===== src/rtl/ogi_ram.sv =====
`timescale 1ns / 1ps
// Simple dual-port RAM, one write and one registered read, write-first on collision.
module ogi_ram #(
    parameter int DEPTH = 1024,
    parameter int WIDTH = 1,
    parameter int AW    = 10
) (
    input  logic             aclk,
    input  logic             we,
    input  logic [AW-1:0]    waddr,
    input  logic [WIDTH-1:0] wdata,
    input  logic [AW-1:0]    raddr,
    output logic [WIDTH-1:0] rdata
);

    logic [WIDTH-1:0] mem [DEPTH];
    logic [WIDTH-1:0] rdata_reg;

    always_ff @(posedge aclk) begin
        if (we) begin
            mem[waddr] <= wdata;
        end
    end

    always_ff @(posedge aclk) begin
        if (we && waddr == raddr) begin
            rdata_reg <= wdata;
        end else begin
            rdata_reg <= mem[raddr];
        end
    end

    assign rdata = rdata_reg;

endmodule


===== config.mk =====
export PLATFORM = sky130hd
export DESIGN_NAME = ogi_ram
export DESIGN_NICKNAME = d
export VERILOG_FILES = /design/src/rtl/ogi_ram.sv
export SDC_FILE = /design/constraint.sdc
export NUM_CORES = 1
export LEC_CHECK = 0
export ABC_AREA = 1
export BUFFER_PORTS_ARGS = -buffer_cell sky130_fd_sc_hd__buf_2
export CAP_MARGIN = 20
export CELL_PAD_IN_SITES_DETAIL_PLACEMENT = 0
export CELL_PAD_IN_SITES_GLOBAL_PLACEMENT = 1
export CORE_ASPECT_RATIO = 0.7
export CORE_MARGIN = 2
export CORE_UTILIZATION = 30
export CTS_CLUSTER_SIZE = 40
export DETAILED_ROUTE_END_ITERATION = 12
export PLACE_DENSITY_LB_ADDON = 0.1
export SYNTH_ARGS = -nofsm -noshare
export SYNTH_HDL_FRONTEND = slang
export SYNTH_SLANG_ARGS = --single-unit

===== constraint.sdc =====
create_clock -name aclk -period 2.3 [get_ports aclk]
set_input_delay 0.23 -clock aclk [delete_from_list [all_inputs] [get_ports aclk]]
set_output_delay 0.23 -clock aclk [all_outputs]
set_load 0.02 [all_outputs]

---- After elaboration in Yosys (flattened, before gate mapping) ----
Memories as Yosys holds them, arrays and structs flattened. A register that Yosys moved wholly into a read port is not among the register bits.
Cells that the tools add are included.
word-level totals
  output and inout bits ................... 1
  memories kept ........................... 1
  input bits .............................. 23
  word-level logic and storage cells ...... 3
  memory bits (writable) .................. 1024
  bits in registers ....................... 0
operators by class
  mux-type cells .......................... 2
memories
  name  depth  bits a word  read ports  clocked after memory_dff  write ports  line  RTL
  mem   1024   1            1           1                         1            16    logic [WIDTH-1:0] mem [DEPTH];
operators with widths
  cell    count
  $mux 1  2

---- Logic depth before layout (Yosys ltp) ----
  depth after elaboration ................. 2
  depth in mapped cells ................... 16

---- Worst setup path after synthesis ----
OpenSTA, ideal clock, no wires.
  path kind ............................... reg2out
  start point ............................. register (tool-made name)
  end point ............................... output rdata
  path buffers ............................ 3
  required time ........................... 2070 ps
  slack ................................... 443 ps
  cell stages (with the launch flop) ...... 17
  arrival ................................. 1627 ps
  path through ............................ dfxtp_1 buf_6 inv_6 buf_6 buf_6 nand2_1 nand3_1 nand3_1 nand3_1 nand3_1 nand3_1 nand3_1 nand2_1 nand2_1 nand3_1 nand3_1 nand2_1
RTL lines
  what              line  RTL
  end: declaration  13    output logic [WIDTH-1:0] rdata

==> flow_metrics.env <==
export IMPL_netlist_area_mm2=0.0466
export IMPL_crit_buf_inv=5
export IMPL_crit_slowest_cell="dfxtp_4"
export IMPL_hold_ws_ps=80.0
export IMPL_ys_seq_area_share_pct=66.5
export IMPL_vias_per_cell=5.09
export IMPL_hpwl_mm=98.6
export IMPL_synthCells=4688
export IMPL_top_regs="mem (1024)"
export IMPL_numPortBuffers=23
export IMPL_slew_headroom_pct=50.7
export IMPL_drc=0
export IMPL_hp_class="in2reg"
export IMPL_drive_gt1_share_pct=17.2
export IMPL_swShare_pct=24.7
export IMPL_slew_violations=0
export IMPL_finalHoldViolCount=0
export IMPL_synth_seq_cells=1034
export IMPL_status="finished with violations"
export IMPL_crit_path_end_kind="output pin"
export IMPL_ir_worst_vdd_mv=0.569
export IMPL_dieArea_mm2=0.158
export IMPL_internal_power_w=0.0322
export IMPL_grt_usage_pct=23.3
export IMPL_stdcell_count=7012
export IMPL_cp_start_kind="flop"
export IMPL_cp_data_arrival_time_ps=3140
export IMPL_clockBufferDepth=3
export IMPL_hold_depth=4
export IMPL_crit_chain="buf_12 > clkinv_16 > buf_16 > buf_4 > nand2_1 > nand3_1 > nand3_1 > nand3_1 > nand3_1 > nand3_2 > nand3_2 > nand2_1 > nand2_2 > nand3_2 > nand3_2 > nand2_4 > buf_6"
export IMPL_switchingPower_w=0.0106
export IMPL_synth_top_area_share_pct=66.0
export IMPL_max_clock_freq_mhz=297
export IMPL_ys_types=17
export IMPL_htreeDepth=3
export IMPL_clock_sinks=1034
export IMPL_largest_register="mem"
export IMPL_path_depth=17
export IMPL_coreArea_mm2=0.154
export IMPL_placed_cells=6708
export IMPL_ant_nets=0
export IMPL_wl_per_cell_um=26.7
export IMPL_p_per_area_mw_per_mm2=737
export IMPL_first_iter_violations=3754
export IMPL_fin_crit_sh_pct=146
export IMPL_layout_setup_ws_ps=-1070
export IMPL_avgSynthCellArea_um2=9.93
export IMPL_die_width_um=475
export IMPL_dr_total_vias=35673
export IMPL_row_count=120
export IMPL_dieHeight_um=334
export IMPL_leakage_nw=19.7
export IMPL_yosys_area_top_type="edfxtp_1"
export IMPL_placed_area_mm2=0.0512
export IMPL_io_pins=24
export IMPL_critPathRequiredTime_ps=2070
export IMPL_antenna_found_initial=11
export IMPL_syn2layout_area_growth_pct=24.6
export IMPL_grt_pass1_vias=33873
export IMPL_clk_pin_slew_ps=60
export IMPL_post_route_min_period_ps=3370
export IMPL_slowest_delay_ps=400
export IMPL_setup_viol=1
export IMPL_power_frac_seq_pct=48.5
export IMPL_synth_area_leaders="edfxtp_1 (66%), nand3_1 (11%), nand2_1 (8.9%), nor2_1 (8.4%), clkbuf_1 (1.6%)"
export IMPL_cp_top_family="simple AND/OR/NAND/NOR gates"
export IMPL_start_util_pct=30.3
export IMPL_rsz0062_at_grt="yes"
export IMPL_clockPowerShare_pct=42.4
export IMPL_largest_reg_flops=1024
export IMPL_numCtsBuffers=112
export IMPL_maxCapViolCount=0
export IMPL_stdcell_area_mm2=0.0580
export IMPL_setup_tns_ps=-1070
export IMPL_worstSetupPathType="reg2out"
export IMPL_violations="negative setup slack"
export IMPL_routed_wl_mm=187
export IMPL_synth_nets=4711
export IMPL_crit_fanout=8
export IMPL_worstMarginPinSlew_ps=740
export IMPL_grt_pass1_wl_mm=264
export IMPL_cts_tree="built"
export IMPL_grt_ovfl_total=0
export IMPL_globalplace_congestion=0.783
export IMPL_drtPass1Iterations=6
export IMPL_nets=4864
export IMPL_yosysWarnings=0
export IMPL_combPwrFrac_pct=9.1
export IMPL_cts_root_buf="clkbuf_16"
export IMPL_grt_max_degree=121
export IMPL_holdCritStartpoint="waddr[6]"
-- per-stage QoR --
step                total power, W  setup WS, ps  util (%)
floorplan                   0.0226           443         -
global placement            0.0243          -793      33.3
detailed placement          0.0243          -746      33.3
CTS                         0.0430         -1160      37.2
global route                0.0440         -1180      37.8
finish                      0.0428         -1070      37.8
-- layout make-up --
type | instances | area [um2]
fillers | 15533 | 95600
clock buffers | 149 | 3030
clock inverters | 61 | 493
multi-input cells | 3196 | 14600
flip-flops and latches | 1034 | 31000
repair buffers | 448 | 6030
inverters | 46 | 214
diodes | 1 | 2.50
repair inverters | 3 | 90.1
well taps | 2074 | 2590
-- routing by layer --
metal | global-route usage [%] | share of wire (%)
met5 | 0 | 0
met4 | 4.71 | 1.9
met3 | 2.78 | 4.9
met2 | 35.5 | 44
met1 | 35.3 | 49
-- repair_timing --
action                                  in CTS  in global routing
buffers inserted                            29                 14
pin swaps                                   59                 70
hold buffers                                11                  0
gates resized for setup                    216                136
endpoints found under the setup margin       1                  1
endpoints found under the hold margin       27                  0
cloned                                      33                 11
-- logic make-up (layout without fill, tap and decap cells) --
| family | after synthesis | count (layout) | share of synthesized area, % |
|---|---|---|---|
| buf+inv | 458 | 707 | 4.92 |
| flops | 1034 | 1034 | 66.5 |
| other cells | 0 | 1 | 0 |
| simple gates | 3196 | 3196 | 28.6 |
-- placed cells by master, fill, tap and decap left out, drive strengths merged, types with 2 or more instances in the layout --
master,instances
nand2,1102
nor2,1042
edfxtp,1024
nand3,1021
buf,424
clkbuf,159
clkinv,54
inv,46
nor3,24
dlygate4sd3,11
dfxtp,10
bufinv,8
nand4,7
bufbuf,3
clkinvlp,2
-- power by group through the flow --
stage / logic [W] / clock network [W] / registers [W]
2_1_floorplan: 0.00146 / 0 / 0.0211
3_3_place_gp: 0.00318 / 0 / 0.0211
3_5_place_dp: 0.00316 / 0 / 0.0211
4_1_cts: 0.00372 / 0.0185 / 0.0207
5_1_grt: 0.00413 / 0.0192 / 0.0207
6_report: 0.00389 / 0.0181 / 0.0207
-- cell usage after synthesis --
cell type and instances:
buf_8 1, buf_4 7, buf_2 123, inv_1 42, inv_6 1, nor3_2 2, edfxtp_1 1024, nor2_1 1042
nand2_1 1102, dfxtp_1 10, buf_6 50, nand4_1 7, nor3_1 22, nand3_1 1021, clkbuf_1 196, buf_1 35
inv_2 3
-- final timing paths --
check,slack (ps),endpoint
min,80,mem[777]
max,-1070,rdata
Power figures use the tool's default switching activity.
