### src/rtl/ogi_pkg.sv
`timescale 1ns / 1ps
// Shared types and codes of the obstacle inflation unit.
package ogi_pkg;

    localparam int CFG_IDX_W  = 2;
    localparam int CFG_DATA_W = 11;
    localparam int POS_W      = 10;

    typedef enum logic [CFG_IDX_W-1:0] {
        CFG_RADIUS,
        CFG_WIDTH,
        CFG_HEIGHT
    } cfg_index_t;

    typedef enum logic [1:0] {
        CLS_OPEN,
        CLS_OBST,
        CLS_INFL,
        CLS_MARK
    } cell_class_t;

    typedef enum logic {
        CMD_CELL,
        CMD_DRAIN
    } command_t;

    typedef struct packed {
        logic [2:0]            radius;
        logic [CFG_DATA_W-1:0] frame_width;
        logic [CFG_DATA_W-1:0] frame_height;
    } cfg_regs_t;

endpackage

### src/rtl/ogi_cfg.sv
`timescale 1ns / 1ps
// Configuration register file: radius, frame width and frame height.
module ogi_cfg (
    input  logic                           aclk,
    input  logic                           aresetn,
    input  logic                           cfg_valid,
    output logic                           cfg_ready,
    input  logic [ogi_pkg::CFG_IDX_W-1:0]  cfg_index,
    input  logic [ogi_pkg::CFG_DATA_W-1:0] cfg_data,
    output ogi_pkg::cfg_regs_t             regs
);
    import ogi_pkg::*;

    cfg_regs_t regs_reg;
    cfg_regs_t regs_next;

    always_comb begin
        regs_next = regs_reg;
        if (cfg_valid) begin
            case (cfg_index_t'(cfg_index))
                CFG_RADIUS: regs_next.radius       = cfg_data[2:0];
                CFG_WIDTH:  regs_next.frame_width  = cfg_data;
                CFG_HEIGHT: regs_next.frame_height = cfg_data;
                default:    regs_next = regs_reg;
            endcase
        end
    end

    always_ff @(posedge aclk) begin
        if (!aresetn) begin
            regs_reg.radius       <= 3'd1;
            regs_reg.frame_width  <= CFG_DATA_W'(1024);
            regs_reg.frame_height <= CFG_DATA_W'(1024);
        end else begin
            regs_reg <= regs_next;
        end
    end

    assign cfg_ready = 1'b1;
    assign regs      = regs_reg;

endmodule

### config.mk
export PLATFORM = sky130hd
export DESIGN_NAME = ogi_cfg
export DESIGN_NICKNAME = d
export VERILOG_FILES = /design/src/rtl/ogi_pkg.sv /design/src/rtl/ogi_cfg.sv
export SDC_FILE = /design/constraint.sdc
export NUM_CORES = 1
export LEC_CHECK = 0
export ABC_CLOCK_PERIOD_IN_PS = 1900
export BUFFER_PORTS_ARGS = -buffer_cell sky130_fd_sc_hd__buf_2
export CAP_MARGIN = 5
export CELL_PAD_IN_SITES_DETAIL_PLACEMENT = 1
export CELL_PAD_IN_SITES_GLOBAL_PLACEMENT = 2
export CORE_MARGIN = 2
export CORE_UTILIZATION = 29
export DETAILED_ROUTE_END_ITERATION = 12
export PLACE_DENSITY_LB_ADDON = 0.15
export SYNTH_ARGS = -nofsm -noshare
export SYNTH_HDL_FRONTEND = slang
export SYNTH_SLANG_ARGS = --single-unit
### constraint.sdc
create_clock -name aclk -period 1.9 [get_ports aclk]
set_clock_uncertainty 0.2 [all_clocks]
set_input_delay 0.38 -clock aclk [delete_from_list [all_inputs] [get_ports aclk]]
set_output_delay 0.38 -clock aclk [all_outputs]
set_load 0.005 [all_outputs]
## Word level (Yosys, flattened, before mapping)

Index checks and enable logic that the tools add are counted.

- Add/sub/neg operators: 0
- Divide/modulo/power cells: 0
- Multiplexer cells: 0
- Multiply operators: 0
- Reductions and logical operators: 4
- Shifts and indexed selects: 0
- Order comparisons: 0
- Bitwise gates (word level): 0
- Equality and inequality tests: 2

Operators by type and width:

| cell | count |
|---|---|
| $reduce_and 2->1 | 3 |
| $eq 2x1->1 const B | 1 |
| $eq 2x2->1 const B | 1 |
| $logic_not 2->1 | 1 |

- Output and inout bits: 26
- Logic and storage cells: 9
- Bits of input ports: 16
- Latch bits: 0
- ROM bits: 0
- Memories: 0
- Register bits after elaboration: 25
- Memory bits (writable): 0

## Longest topological paths before layout

- Depth after elaboration: 2
- Gate-level depth with buffers: 4
- Mapped depth without buffers: 2

## Least setup slack after synthesis

Ideal clock, no wire load.

- Kind: input -> register
- From: input port aresetn
- To: register regs_reg (netlist bit regs[0])
- Buffers on the path: 2
- Path slack: 0.760 ns
- Setup time: 0.072 ns
- Data required time: 1.628 ns
- Arrival: 0.868 ns
- Stages on the path: 4
- Cells stage by stage: buf_2 > buf_2 > nand2_1 > mux2i_1

RTL lines:

| item | line | RTL |
|---|---|---|
| start: declaration | ogi_cfg.sv:5 | `input logic aresetn,` |
| end signal: assignment | ogi_cfg.sv:35 | `regs_reg <= regs_next;` |
| end: declaration | ogi_cfg.sv:14 | `cfg_regs_t regs_reg;` |

## Worst setup path in the final report

- From: register regs_reg (netlist bit regs[7])
- To: output port regs[7] (netlist bit)

RTL lines:

| item | line | RTL |
|---|---|---|
| end: declaration | ogi_cfg.sv:10 | `output ogi_pkg::cfg_regs_t regs` |

No word-level cell between the ends.

==> flow_summary_export.csv <==
group,metric,value,unit
timing,finalSetupTns,0,ns
grt,grt_max_degree,15,
finish,antenna_cells,0,
logic_synthesis,synth.avg_cell_area,10.53,um^2
grt,globalRouteTotalUtil,12.23,%
critical_path,critPathKind,"flip-flop to output port",
grt,grt_util_met3,2.500,%
critical_path,critPathSlowestCell,"dfxtp_1",
critical_path,crit_path_cell_trace,"buf_2",
power,p_seq_share,61.5,%
power,p_leak,0.0007122,uW
clocking,post_cts_resized,0,
finish,fin_util,37.28,%
logic_synthesis,synth_top_area_share,48.48,%
finish,largest_reg_flops,25,
die,die_y,63.66,um
power,power.share.clock,26.7,%
route,drt-total-wl,2.316,mm
placed_design,io_buffers,40,
die,io_pins,42,
placed_design,dp_slack,0.4930,ns
clocking,cts_tree,"built",
placed_design,hpwl,1.795,mm
clocking,clockRootBuffer,"clkbuf_4",
logic_synthesis,synth_fp_nets,114,
finish,drive_gt1_share,35.04,%
route,ant_nets,0,
critical_path,critPathMaxFanout,2,
clocking,postCtsSetupBuffers,0,
grt,grt_pass1_vias,834,
logic_synthesis,synth_area_leader_cell,"dfxtp_1",
logic_synthesis,yosysMostFrequentCell,"nand2_1",
logic_synthesis,seq_area_frac_synth,48.48,%
timing,slew_viol_final,0,
grt,overflow,0,
finish,final_nets,154,
logic_synthesis,syn_area,1032,um^2
clocking,clkLatencyLatePin,0.32,ns
timing,setup_viol,0,
critical_path,path_delay_family,"flip-flops",
power,p_int,676.2,uW
clocking,cts_hold_buf,0,
timing,setup_ws,0.5199,ns
route,vias,800,
grt,grt_busiest_layer,"met2",
clocking,cts_buffer_depth,2,
logic_synthesis,yosysWarnings,0,
critical_path,crit_required,1.32,ns
power,p_sw_share,24.70,%
placed_design,globalplace.congestion,0.6502,
timing,period_needed,1.380,ns
grt,antenna_found_initial,0,
finish,area_growth_syn_to_layout,22.42,%
logic_synthesis,synth_seq_cells,25,
critical_path,startpoint_type,"flip-flop",
clocking,htree_levels,1,
die,initial_core_util,30.45,%
logic_synthesis,synth-edff-count,0,
die,die_x,63.66,um
timing,fin_crit_sh,72.64,%
logic_synthesis,synth_area_leaders,"dfxtp_1 48%, mux2i_1 23%, nand2_1 12%, buf_12 3.9%, nand3b_4 3.9%",
route,wl_per_cell,12.66,um
power,powerDensity,710.7,nW/um^2
clocking,clkSinkCount,25,
run_status,outcome,"finished, final reports clean",
worst_hold_path,hold_path.class,"input pin to flip-flop",
die,core-area,3390,um^2
clocking,cts-buffers-inserted,3,
route,drc_errors,0,
route,via_per_inst,4.372,
timing,finalHoldViolCount,0,
timing,timing.fmax,0.7246,GHz
logic_synthesis,ys.flop_type,"dfxtp_1",
logic_synthesis,syn_inst,98,
clocking,cts.clk_slew.worst_paths,0.14,ns
route,drtPass1Iterations,2,
die,die_area,4053,um^2
logic_synthesis,yosysUniqueCellTypes,13,
timing,rsz0062_at_grt,"false",
power,power.switching,221.8,uW
grt,grt_pass1_wl,3.829,mm
logic_synthesis,async_flop_share,0,%
grt,use_met1,14.24,%
critical_path,worstPathBufferInverterCount,1,
job,maxCapViolations,0,
grt,grtUsageMet2,21.32,%
power,p_comb_share,11.8,%
critical_path,max_stage_delay,0.37,ns
power,ir_worst_vdd,0.2009,mV
critical_path,cp-end-kind,"output port",
die,rows,21,
logic_synthesis,synthTopCellsByCount,"32 x nand2_1, 25 x dfxtp_1, 24 x mux2i_1",
critical_path,critical_path_arrival,0.80,ns
route,drt_iter0_drc,10,
## path summary, 6_finish.rpt
| kind | to | slack [ns] | depth (start not counted) | start |
|---|---|---|---|---|
| hold / removal | regs[5] | 0.11 | 3 | cfg_data[5] |
| setup reg to reg | regs[22] | 1.06 | 2 | regs[22] |
| hold reg to reg | regs[20] | 0.27 | 2 | regs[20] |
| setup / recovery | regs[7] | 0.52 | 1 | regs[7] |
## final cells by class
class	count	area [um^2]
multi-input cells	65	460.4
clock buffers	4	26.28
repair buffers	42	215.2
well taps	46	57.56
fillers	418	2126
flip-flops and latches	25	500.5
inverters	1	3.754
## cell families (layout without fill, tap and decap cells)
family | Yosys count | after routing | synth area share (%)
other cells | 1 | 1 | 0.3633
compound gates | 1 | 1 | 0.7275
flops | 25 | 25 | 48.48
mux | 24 | 24 | 23.27
simple gates | 39 | 39 | 20.24
buf+inv | 8 | 47 | 6.909
## layer usage
layer  vias to the layer above  routed length [um]
met3                         2                  97
met5                         -                   0
met2                        21                1168
li1                        399                   -
met1                       378                1028
met4                         0                  22
## stage by stage
| step | instance area (um^2) | hold slack (ns) | total power [uW] | std cells |
|---|---|---|---|---|
| finish | 1264 | 0.1138 | 898.1 | 183 |
| CTS | 1264 | 0.1036 | 914.5 | 183 |
| detailed placement | 1237 | 0.2520 | 672.7 | 179 |
| global route | 1264 | 0.09960 | 952.5 | 183 |
| floorplan | 1032 | 0.2511 | 628.3 | 98 |
| global placement | 1237 | 0.2427 | 669.1 | 179 |
## power by group through the flow
| stage | Combinational (uW) | Clock (uW) | Sequential [uW] |
|---|---|---|---|
| 4_1_cts | 109 | 253 | 553 |
| 5_1_grt | 117 | 279 | 556 |
| 3_5_place_dp | 108 | 0 | 565 |
| 6_report | 106 | 240 | 552 |
| 3_3_place_gp | 106 | 0 | 564 |
| 2_1_floorplan | 62.8 | 0 | 565 |
## cell usage in the layout (no fill, tap or decap)
cell type	Yosys	final
clkbuf_1	0	1
nor3b_4	1	1
nand2_1	32	32
nand4bb_1	1	1
o211ai_1	1	1
dfxtp_1	25	25
buf_4	1	2
inv_1	1	1
nor2b_1	3	3
conb_1	1	1
nand3b_4	2	2
clkbuf_4	0	3
buf_2	4	40
mux2i_1	24	24
(Power assumes the default switching activity.)
