**src/rtl/ogi_window.sv**
```systemverilog
`timescale 1ns / 1ps
// Horizontal window: row of column hits around the emitted cell, clipped at the row edges.
module ogi_window #(
    parameter int MAX_RADIUS = 7,
    parameter int CI         = 10,
    parameter int CB         = 11,
    parameter int RR         = 3
) (
    input  logic          aclk,
    input  logic          shift_en,
    input  logic          v_in,
    input  logic [RR-1:0] radius,
    input  logic [CI-1:0] ec,
    input  logic [CB-1:0] width,
    output logic          hit
);

    localparam int NW = 2 * MAX_RADIUS + 1;

    logic [NW-2:0] sr_reg;
    logic [NW-1:0] win;

    assign win = {sr_reg, v_in};

    // win[j] holds the column hit at offset radius - j from the emitted column
    always_comb begin
        int s;
        s   = int'(ec) + int'(radius);
        hit = 1'b0;
        for (int j = 0; j < NW; j++) begin
            if (win[j] && j <= 2 * int'(radius) && s >= j && s < int'(width) + j) begin
                hit = 1'b1;
            end
        end
    end

    always_ff @(posedge aclk) begin
        if (shift_en) begin
            sr_reg <= win[NW-2:0];
        end
    end

endmodule

```
**config.mk**
```make
export PLATFORM = sky130hd
export DESIGN_NAME = ogi_window
export DESIGN_NICKNAME = d
export VERILOG_FILES = /design/src/rtl/ogi_window.sv
export SDC_FILE = /design/constraint.sdc
export NUM_CORES = 1
export LEC_CHECK = 0
export BUFFER_PORTS_ARGS = -buffer_cell sky130_fd_sc_hd__buf_2
export CAP_MARGIN = 40
export CORE_MARGIN = 2
export CORE_UTILIZATION = 45
export DETAILED_ROUTE_END_ITERATION = 7
export HOLD_SLACK_MARGIN = 0.08
export PLACE_DENSITY = 0.62
export SYNTH_ARGS = -nofsm -noshare
export SYNTH_HDL_FRONTEND = slang
export SYNTH_SLANG_ARGS = --single-unit
```
**constraint.sdc**
```tcl
create_clock -name aclk -period 5.1 [get_ports aclk]
set_input_delay 1.02 -clock aclk [delete_from_list [all_inputs] [get_ports aclk]]
set_output_delay 1.02 -clock aclk [all_outputs]
set_load 0.005 [all_outputs]
```
# [After elaboration in Yosys (flattened, before gate mapping)]
# Index checks and enable logic that the tools add are counted.
[word_totals] wordCells=121 latch_bits=0 n_memories=0 mem_bits_ro=0 ff_bits=14 in_bits=27 ramBits=0
[op_classes] multipliers=0 add_sub_neg=15 n_shift=0 n_div=0 bitwise_logic=0 eq_ne=0 n_mux=15 reduce_logical=45 n_lt_le_gt_ge=45
[ops] op="$lt 11x12->1" n=14
[ops] op="$add 11x4->12 const B" n=7
[ops] op="$ge 11x4->1 const B" n=7
[ops] op="$add 11x3->12 const B" n=4
[ops] op="$logic_and 1x1->1" n=45
[ops] op="$ge 11x3->1 const B" n=4
[ops] op="$le 4x4->1 const A" n=7
[ops] op="$add 11x2->12 const B" n=2
[ops] op="$ge 11x1->1 const B" n=2
[ops] op="$ge 11x2->1 const B" n=2
[ops] op="$le 3x4->1 const A" n=4
[ops] op="$mux 1" n=15
[ops] op="$add 11x1->12 const B" n=1
[ops] op="$add 10x3->11" n=1
[ops] op="$lt 11x11->1" n=1
[ops] op="$le 1x4->1 const A" n=2
[ops] op="$le 2x4->1 const A" n=2

# [Logic depth before layout (Yosys ltp)]
[logic_depth] ltp_word=19 mapped_depth=16 depth_no_buf=15

# [Least setup slack after synthesis]
# OpenSTA, ideal clock, no wires.
[synth_path] path_type="input port to output port" startpoint="input port radius[0]" endpoint="output port hit" setup_slack_ns=-0.318 required_ns=4.080 arrival_ns=4.398 stages=13 path_buffers=0 path_cell_list="ha_1 > fa_1 > a21oi_1 > nor3_1 > xnor2_1 > ha_1 > a21oi_1 > o21ai_0 > maj3_1 > and3_1 > o221ai_2 > nor4_2 > nand4_1"
[synth_between] elab_chain_cells=19 elab_cells_between_ends=106 cone_classes="add/sub (1); order compare (45); mux (15); reduce/logical (45)"
[synth_lines] item="from (decl)" line_no="12" text="input logic [RR-1:0] radius,"
[synth_lines] item="$add 10x3->11 / $le 1x4->1 (equally long branches)" line_no="28, 31"
[synth_lines] item="$ge 11x1->1 / $logic_and 1x1->1 (equally long branches)" line_no="31" text="if (win[j] && j <= 2 * int'(radius) && s >= j && s < int'(width) + j) begin"
[synth_lines] item="$logic_and 1x1->1 (2 in a row)" line_no="31"
[synth_lines] item="$mux 1 (14 in a row)" line_no="31"
[synth_lines] item="$mux 1 (*)" line_no="31"
[synth_lines] item="to (decl)" line_no="15" text="output logic hit"
# Every way passes the cells marked *; elsewhere a longest branch is shown, timed or not.

# [Worst setup path after layout]
# Ends and elaborated chain as after synthesis.

==> key figures <==
Synth
  – Synthesized cell area: 5680 sq um
  – Sequential element share of the synthesized area: 0.07401
  – Post-synth ARST share: 0
  – Most used DFF post-synth: edfxtp_1
  – Post-synth EDFFs: 14
  – Post-synth net total: 865
  – Synthesized instance count: 736
  – Synth unique cells: 81
  – Seq cells post-synth: 14
  – Avg Inst Size Synth: 7.718 sq um
  – Yosys warnings: 0

Placement
  – DP HPWL: 18590 um
  – Final GP Congestion: 1.114
  – Placed inst area: 7081 sq um
  – Port bufs: 27

Setup path
  – Crit path arrival time: 4.32 ns
  – Crit path launch type: input port
  – Required @ worst endpoint: 4.08 ns
  – Crit. End Element: output port
  – Crit Path Class: input port to output port
  – Critical path peak fanout: 3

STA
  – Final WS setup: -0.2390 ns
  – RSZ-0062 raised after global routing: yes
  – Min Hold Slack: 0.4543 ns
  – Final Hold Viols: 0
  – Final Cycle Share: 1.047
  – Final setup violation count: 1
  – Final Skew: 0.0005937 ns
  – Max Slew Vio Count: 0
  – Post-route minimum period: 5.339 ns
  – Worst slew margin: 0.5306
  – Slew @ Worst Pin: 0.7020 ns
  – Max Fclk: 187.3 MHz

GRT
  – Vias in the first global route: 6425
  – First-pass GRT wire length: 35480 um
  – Initial antenna violation count: 0
  – Largest net degree at the start of global routing: 20
  – Gr usage total: 0.3449
  – GRT overflow: 0

Finish
  – Antenna Diode Count: 0
  – Fin area: 7840 sq um
  – Final net count: 1031
  – Ratio of cells with drive above 1 in the final layout: 0.3289
  – Area Overhead vs Synth: 38.02%
  – Max reg flops: 14

Clock network
  – Worst-Skew Late Latency: 0.24 ns
  – CTS Hold Buffers Added: 0
  – Root buf cell: clkbuf_16
  – CTS Buf Count: 3
  – Clock Tree Buf Depth: 2
  – Clock transition at the registers of the reported paths: 0.04 ns
  – CTS H-tree lvls: 1
  – Clk sinks: 14
  – CTS tree: built

Drt
  – Detailed-route via count: 6501
  – # DRC: 0
  – Total wire length: 23520 um
  – Vias per inst: 6.064
  – Wire per inst: 21.94 um
  – Drt pass-1 iters: 7
  – Post-DRT Antenna Nets: 0
  – Initial DRC count: 541

Floorplanning
  – Cell Rows: 41
  – Ports: 28
  – Initial core utilization: 0.4557
  – Core area: 12470 sq um
  – Die H: 116.4 um
  – Die area: 13540 sq um
  – Die Span X: 116.4 um

Power
  – Lkg Pwr: 3.217 nW
  – Pwr/cell area: 162.5 nW/um^2
  – IR drop worst, VDD: 0.1135 mV

Outcome
  – Failing checks: setup timing
  – Run status: finished with violations

Min path
  – Type of the worst min-delay path: flop to flop

Run
  – Max Cap Viol: 0
## final timing paths
check	cells after the start	slack, ns	to	start
worst min-delay path	0	0.45	sr_reg[3]	sr_reg[2]
worst max register to register	0	4.41	sr_reg[8]	sr_reg[7]
worst min register to register	0	0.45	sr_reg[3]	sr_reg[2]
worst max-delay path	19	-0.24	hit	radius[0]
## power by group
group	internal (W)	switching, W
Clock	0.000102	0.0000372
Combinational	0.000460	0.000536
Sequential	0.000135	0.00000390
## critical path, cell delays in order
cell       delay (ns)
buf_8            0.10
ha_4             0.16
fa_2             0.36
a21oi_2          0.17
nor3_2           0.08
buf_4            0.15
xnor2_2          0.14
ha_1             0.31
nand4_1          0.17
a31oi_2          0.27
nand2_1          0.13
o21ai_2          0.18
buf_4            0.15
a2111oi_4        0.04
a31oi_2          0.22
o211ai_1         0.14
a211oi_2         0.17
nand4_1          0.18
buf_2            0.18
## synth_stat cells, types with 4 or more instances
cell | n | share of area
buf_1 | 4 | 0.0026
a2111oi_0 | 4 | 0.0062
ha_1 | 101 | 0.22
or3_1 | 4 | 0.0044
o21a_1 | 10 | 0.013
nor3_1 | 10 | 0.0088
o21ai_0 | 39 | 0.034
nand2b_1 | 8 | 0.0088
a211oi_1 | 6 | 0.0079
a31oi_1 | 19 | 0.021
a21oi_1 | 48 | 0.042
and3_1 | 4 | 0.0044
and2_1 | 4 | 0.0044
nor2b_1 | 5 | 0.0055
xnor2_1 | 110 | 0.17
buf_2 | 9 | 0.0079
o2111ai_1 | 6 | 0.0093
nand3_1 | 26 | 0.023
edfxtp_1 | 14 | 0.074
inv_1 | 30 | 0.020
nor2_1 | 70 | 0.046
maj3_1 | 12 | 0.021
nor4_1 | 4 | 0.0044
a221oi_1 | 7 | 0.011
mux2i_1 | 5 | 0.0088
nand4_1 | 14 | 0.015
o211ai_1 | 7 | 0.0093
clkbuf_1 | 19 | 0.013
a21o_1 | 12 | 0.016
nand2_1 | 45 | 0.030
xor2_1 | 4 | 0.0062
## stage by stage
step | cells | setup slack [ns] | TNS [ns] | total power, W | utilization
2_1_floorplan | 736 | 0.02329 | 0 | 0.0006169 | -
4_1_cts | 1062 | -0.1396 | -0.1396 | 0.001186 | 0.6067
3_5_place_dp | 1052 | -0.5328 | -0.5328 | 0.0009484 | 0.5680
5_1_grt | 1072 | -0.3748 | -0.3748 | 0.001345 | 0.6289
3_3_place_gp | 1052 | -0.4797 | -0.4797 | 0.0009326 | 0.5680
6_report | 1072 | -0.2390 | -0.2390 | 0.001274 | 0.6289
## final cells by class
cell class | instances | area, sq um
timing repair buffer | 195 | 1495
clock buffer | 3 | 75.07
multi-input combinational | 652 | 5492
sequential | 14 | 420.4
tap | 172 | 215.2
fill | 1101 | 4626
inverter | 36 | 142.6
## timing repair
action | 4_1_cts | 5_1_grt
pin swaps | 30 | 40
endpoints found under the setup margin | 1 | 1
gates cloned | 1 | 0
gates resized for setup | 71 | 33
buffers inserted | 6 | 11
## kinds of logic (layout without fill, tap and decap cells)
family                     after synthesis  after routing  share of synthesized area
and+or+nand+nor                        211            211                     0.1855
AOI/OAI and AO/OA                      202            202                     0.2436
adders and majority gates              117            117                     0.2531
xor gates and xnor gates               116            116                     0.1815
buffers and inverters                   70            234                    0.05154
DFF                                     14             14                    0.07401
muxes                                    6              6                    0.01079
## per-layer routing
| metal | part of all wire | vias up | wire length [um] | track usage |
|---|---|---|---|---|
| met5 | 0 | - | 0 | 0 |
| li1 | - | 3042 | - | - |
| met4 | 0.050 | 0 | 1177 | 0.1683 |
| met3 | 0.088 | 75 | 2059 | 0.04515 |
| met1 | 0.41 | 3053 | 9691 | 0.4520 |
| met2 | 0.45 | 331 | 10590 | 0.5589 |
## layout by cell type, fill, tap and decap left out, types with 5 or more instances in the layout
master,n
buf_4,156
xnor2_1,105
ha_1,90
nor2_1,69
nand2_1,42
a21oi_1,41
inv_1,30
o21ai_0,29
nand3_1,26
buf_2,24
a31oi_1,16
nand4_1,14
edfxtp_1,14
a21o_1,11
ha_4,11
o21a_1,10
o21ai_2,8
maj3_2,8
buf_6,8
maj3_1,7
o211ai_1,7
nor3_2,6
a21oi_2,6
nand2b_1,6
nor3_1,6
xnor2_2,5
nor2b_1,5
a221oi_1,5
o2111ai_1,5
a211oi_1,5
mux2i_1,5
(Power assumes the default switching activity.)
